### src/dfsmg_grid_ram.sv
// ---------------------------------------------------------------------------
// dfsmg_grid_ram: cell store of the maze grid
// One write port and one registered read port, two bits per cell.
// ---------------------------------------------------------------------------
module dfsmg_grid_ram #(
	parameter int DEPTH = 1024,
	parameter int AW    = 10
) (
	input  logic          clk,
	input  logic          we,
	input  logic [AW-1:0] waddr,
	input  logic [1:0]    wdata,
	input  logic [AW-1:0] raddr,
	output logic [1:0]    rdata
);
	logic [1:0] mem [DEPTH];

	// write one cell, read one cell with a registered output
	always_ff @(posedge clk) begin
		if (we) begin
			mem[waddr] <= wdata;
		end
		rdata <= mem[raddr];
	end
endmodule

### config.mk
export PLATFORM = sky130hd
export DESIGN_NAME = dfsmg_grid_ram
export DESIGN_NICKNAME = d
export VERILOG_FILES = /design/src/dfsmg_grid_ram.sv
export SDC_FILE = /design/constraint.sdc
export NUM_CORES = 2
export LEC_CHECK = 0
export ABC_AREA = 1
export BUFFER_PORTS_ARGS = -buffer_cell sky130_fd_sc_hd__buf_4
export CAP_MARGIN = 10
export CORE_MARGIN = 2
export CORE_UTILIZATION = 50
export CTS_CLUSTER_DIAMETER = 100
export DETAILED_ROUTE_END_ITERATION = 8
export PLACE_DENSITY = 0.62
export REMOVE_ABC_BUFFERS = 1
export SYNTH_ARGS = -nofsm -noshare
export SYNTH_HDL_FRONTEND = slang
export SYNTH_SLANG_ARGS = --single-unit
### constraint.sdc
create_clock -name clk -period 1.9 [get_ports clk]
set_input_delay 0.095 -clock clk [delete_from_list [all_inputs] [get_ports clk]]
set_output_delay 0.095 -clock clk [all_outputs]
set_load 0.005 [all_outputs]
==> impl_summary.txt <==
----------------------------------------------------
[Floorplanning]
  Die Width ... 421 um
  Effective utilization at floorplan ... 50.2%
  # IOs ... 26
  Area of the core ... 173000 um2
  Placement Rows ... 153
  Total Die Area ... 177000 um2
  Height of the die ... 421 um

[Power]
  Leakage component of the power ... 34.9 nW
  Power Density ... 955 nW/um2
  Peak ir drop on the vdd network ... 0.975 mV

[Critical path]
  Dominant cell type by count on the critical path ... sky130_fd_sc_hd__nand3_1
  Worst reg2reg path depth ... 12
  Endpoint arrival time on the critical path ... 2.56 ns
  Largest delay share family, worst path ... simple AND/OR/NAND/NOR gates
  Required time reported for the critical path endpoint ... 2.63 ns
  Crit path launch type ... register
  Reg2Reg Launch Point ... mem[537][0]$_DFFE_PP_
  Kind of critical path ... reg -> reg
  Critical-path cell list ... nand2_1, nand3_1, nand3_1, nand3_1, nand3_1, nand3_1, nand3_1, nand3_1, nand3_1, nand2_1, nand2_1, nand2_1
  Type of destination of the critical path ... register
  Crit path max-delay cell type ... sky130_fd_sc_hd__edfxtp_1
  Terminus of the critical flop-to-flop path ... rdata[0]$_DFF_P_
  Peak fanout along the critical path ... 1
  Worst reg2reg setup slack ... 0.08 ns
  Buffers and inverters on the worst path ... 0
  Max stage delay on crit path ... 0.37 ns

[Cells and area]
  Antenna Diode Count ... 0
  Area grow syn2layout ... 15.7%
  Layout cell share with drive strength beyond 1 ... 10.6%
  Final core area utilization ... 58.1%
  Post-layout net count ... 8119

[Detailed routing]
  Number of DRC violations after detailed-routing iteration 0 ... 8304
  Number of iterations in the first detailed-routing pass ... 8
  Total number of vias ... 62.6k
  Mean number of vias per cell ... 5.91
  Post-DR wirelength/cell ... 24.9 um
  # DRC ... 0
  Number of routed nets with antenna violations ... 0
  Total Routed Length ... 263000 um

[Synthesis]
  Yosys Warn Count ... 0
  Part of the Yosys area used for sequential elements ... 70.8%
  Post-synthesis area per instance ... 10.9 um2
  Cell type with the highest aggregate area in the netlist ... sky130_fd_sc_hd__edfxtp_1
  Number of instances in the synthesized netlist ... 7976
  Total of flip-flops plus latches after synthesis ... 2050
  Post-synthesis instance area ... 87000 um2
  Share of the synthesized area in the top cell type ... 70.7%
  Number of distinct library cells after synthesis ... 17
  Top cells by area, synth ... sky130_fd_sc_hd__edfxtp_1 71%, sky130_fd_sc_hd__nand3_1 12%, sky130_fd_sc_hd__nand2_1 9.1%

[Timing]
  Setup violation total in the final timing report ... 0
  Setup Skew ... 0.0261 ns
  Slew at the pin closest to its max-slew limit ... 0.724 ns
  Peak clock frequency supported by timing ... 548 MHz
  Final total negative setup slack ... 0 ns
  Period utilization ... 96.0%
  Final Hold Fails ... 0
  Max_slew headroom ... 51.7%
  RSZ-0062 raised after global routing ... true
  Final min period ... 1.82 ns
  Max-slew violation total from the final report ... 0

[GRT]
  Layer with the highest usage after global routing ... met2
  Global-route wire length before repair ... 387000 um
  GR Layer Usage met1 ... 40.9%
  Antenna violations before repair ... 12
  Number of global-route vias before repair ... 60.3k
  Total gr overflow ... 0
  Aggregate global-route resource usage ... 29.3%
  Pin count of the biggest net entering global routing ... 111
  GR Layer Usage met2 ... 46.9%
  GR met3 Demand/Resource ... 4.94%

[Clock tree]
  Clock tree from TritonCTS ... yes
  Clk slew on worst S/H paths ... 0.06 ns
  Setup repair bufs after CTS ... 0
  Cell chosen for the clock root ... sky130_fd_sc_hd__clkbuf_16
  Max clock buf depth ... 3
  Clock buffers created by TritonCTS ... 207
  Skew-Pair Late Insertion Delay ... 0.86 ns
  Clock sink count ... 2050
  CTS H-Tree Depth ... 4

[Min path]
  Beginning of the worst hold path ... we
  Worst-case hold path end point ... mem[830][0]$_DFFE_PP_
  Worst min path class ... in -> reg
  Hold Path Depth ... 4

[Outcome]
  Run status ... finished, final reports clean

[Place]
  Number of port buffers ... 25
  Routability Congestion ... 0.874
  Sum of net half-perimeters after detailed placement ... 157000 um

[Flow run]
  Number of max-capacitance violations reported ... 0

----------------------------------------------------
## logic make-up (layout without fill, tap and decap cells)
group / after synthesis / in the layout / share of synthesized area (%)
AND/OR/NAND/NOR: 5236 / 5236 / 25.6
flip-flops: 2050 / 2050 / 70.8
buffers and inverters: 690 / 970 / 3.63
## layout by cell type (no fill, tap or decap)
cell	synthesis	routed
sky130_fd_sc_hd__clkinv_2	0	35
sky130_fd_sc_hd__clkinv_8	0	8
sky130_fd_sc_hd__bufinv_16	0	16
sky130_fd_sc_hd__inv_2	2	1
sky130_fd_sc_hd__clkinv_4	0	1
sky130_fd_sc_hd__clkinv_1	2	45
sky130_fd_sc_hd__buf_6	5	1
sky130_fd_sc_hd__nand3_2	0	23
sky130_fd_sc_hd__dlygate4sd3_1	0	11
sky130_fd_sc_hd__clkinvlp_4	0	1
sky130_fd_sc_hd__buf_12	0	208
sky130_fd_sc_hd__clkbuf_1	260	48
sky130_fd_sc_hd__nor3_1	24	24
sky130_fd_sc_hd__inv_8	0	2
sky130_fd_sc_hd__nand3_1	2049	2020
sky130_fd_sc_hd__inv_16	0	1
sky130_fd_sc_hd__inv_1	40	37
sky130_fd_sc_hd__clkbuf_8	0	3
sky130_fd_sc_hd__dfxtp_1	2	2
sky130_fd_sc_hd__nor2_1	1039	1039
sky130_fd_sc_hd__edfxtp_1	2048	2048
sky130_fd_sc_hd__clkinv_16	0	4
sky130_fd_sc_hd__nand2_4	0	21
sky130_fd_sc_hd__nand3_4	0	6
sky130_fd_sc_hd__clkbuf_16	0	207
sky130_fd_sc_hd__nand2_1	2119	2098
sky130_fd_sc_hd__buf_4	53	330
sky130_fd_sc_hd__inv_6	0	6
sky130_fd_sc_hd__nand4_1	5	5
sky130_fd_sc_hd__buf_8	0	5
## tightest hold or removal path, delay by kind of cell
kind	cells	cell delay, ns
simple gates	2	0.24
buf+inv	2	0.37
## synth_stat cells (all sizes together)
| master | n |
|---|---|
| nand2 | 2119 |
| clkinv | 2 |
| nand4 | 5 |
| nor3 | 24 |
| buf | 384 |
| dfxtp | 2 |
| nor2 | 1039 |
| edfxtp | 2048 |
| clkbuf | 261 |
| inv | 43 |
| nand3 | 2049 |
## where the power goes
group          internal, W  switching, W  total, W
Clock               0.0223        0.0173    0.0396
Combinational      0.00212       0.00457   0.00669
Sequential          0.0498    0.00000914    0.0498
## flip-flops by register name, summed over array words and instances, names as in the netlist
signal	count
rdata	2
mem	2048
## layout make-up
cell class	count	area, um2
clock buffers	258	5400
clock inverters	112	1120
fillers	14200	72600
inverters	45	206
multi-input cells	5236	22600
flip-flops and latches	2050	61500
well taps	2325	2910
repair buffers	555	6840
## metal layers
metal  routed length [um]  vias up
met4                 9010        2
met3                26100      497
li1                     -    28000
met1               104000    30900
met2               124000     3157
met5                   13        -
## per-stage QoR
stage          instance area [um2]  std cells  power, W  setup WS (ns)  hold slack (ns)
3_3_place_gp                 93900      10200    0.0572         -0.453            0.337
6_report                    101000      10600    0.0961         0.0768           0.0356
4_1_cts                     101000      10600    0.0964         0.0109          0.00136
5_1_grt                     101000      10600    0.0987        -0.0224           0.0394
2_1_floorplan                84000       7331    0.0534          -3.99            0.194
3_5_place_dp                 93900      10200    0.0573         -0.459            0.327
## how the worst max path moves through the flow
| stage | start | to | cells after the start |
|---|---|---|---|
| floorplan | raddr[0] | rdata[0]$_DFF_P_ | 13 |
| global placement | raddr[0] | rdata[0]$_DFF_P_ | 16 |
| detailed placement | raddr[0] | rdata[0]$_DFF_P_ | 17 |
| CTS | mem[891][0]$_DFFE_PP_ | rdata[0]$_DFF_P_ | 12 |
| global route | mem[699][0]$_DFFE_PP_ | rdata[0]$_DFF_P_ | 13 |
| finish | mem[537][0]$_DFFE_PP_ | rdata[0]$_DFF_P_ | 12 |
## timing repair
item,in CTS,in global routing
hold endpoints to repair,1148,0
hold buffers,12,0
resized for setup,0,23
setup endpoints to repair,0,4
No activity file was read; power rests on OpenSTA's default activity.
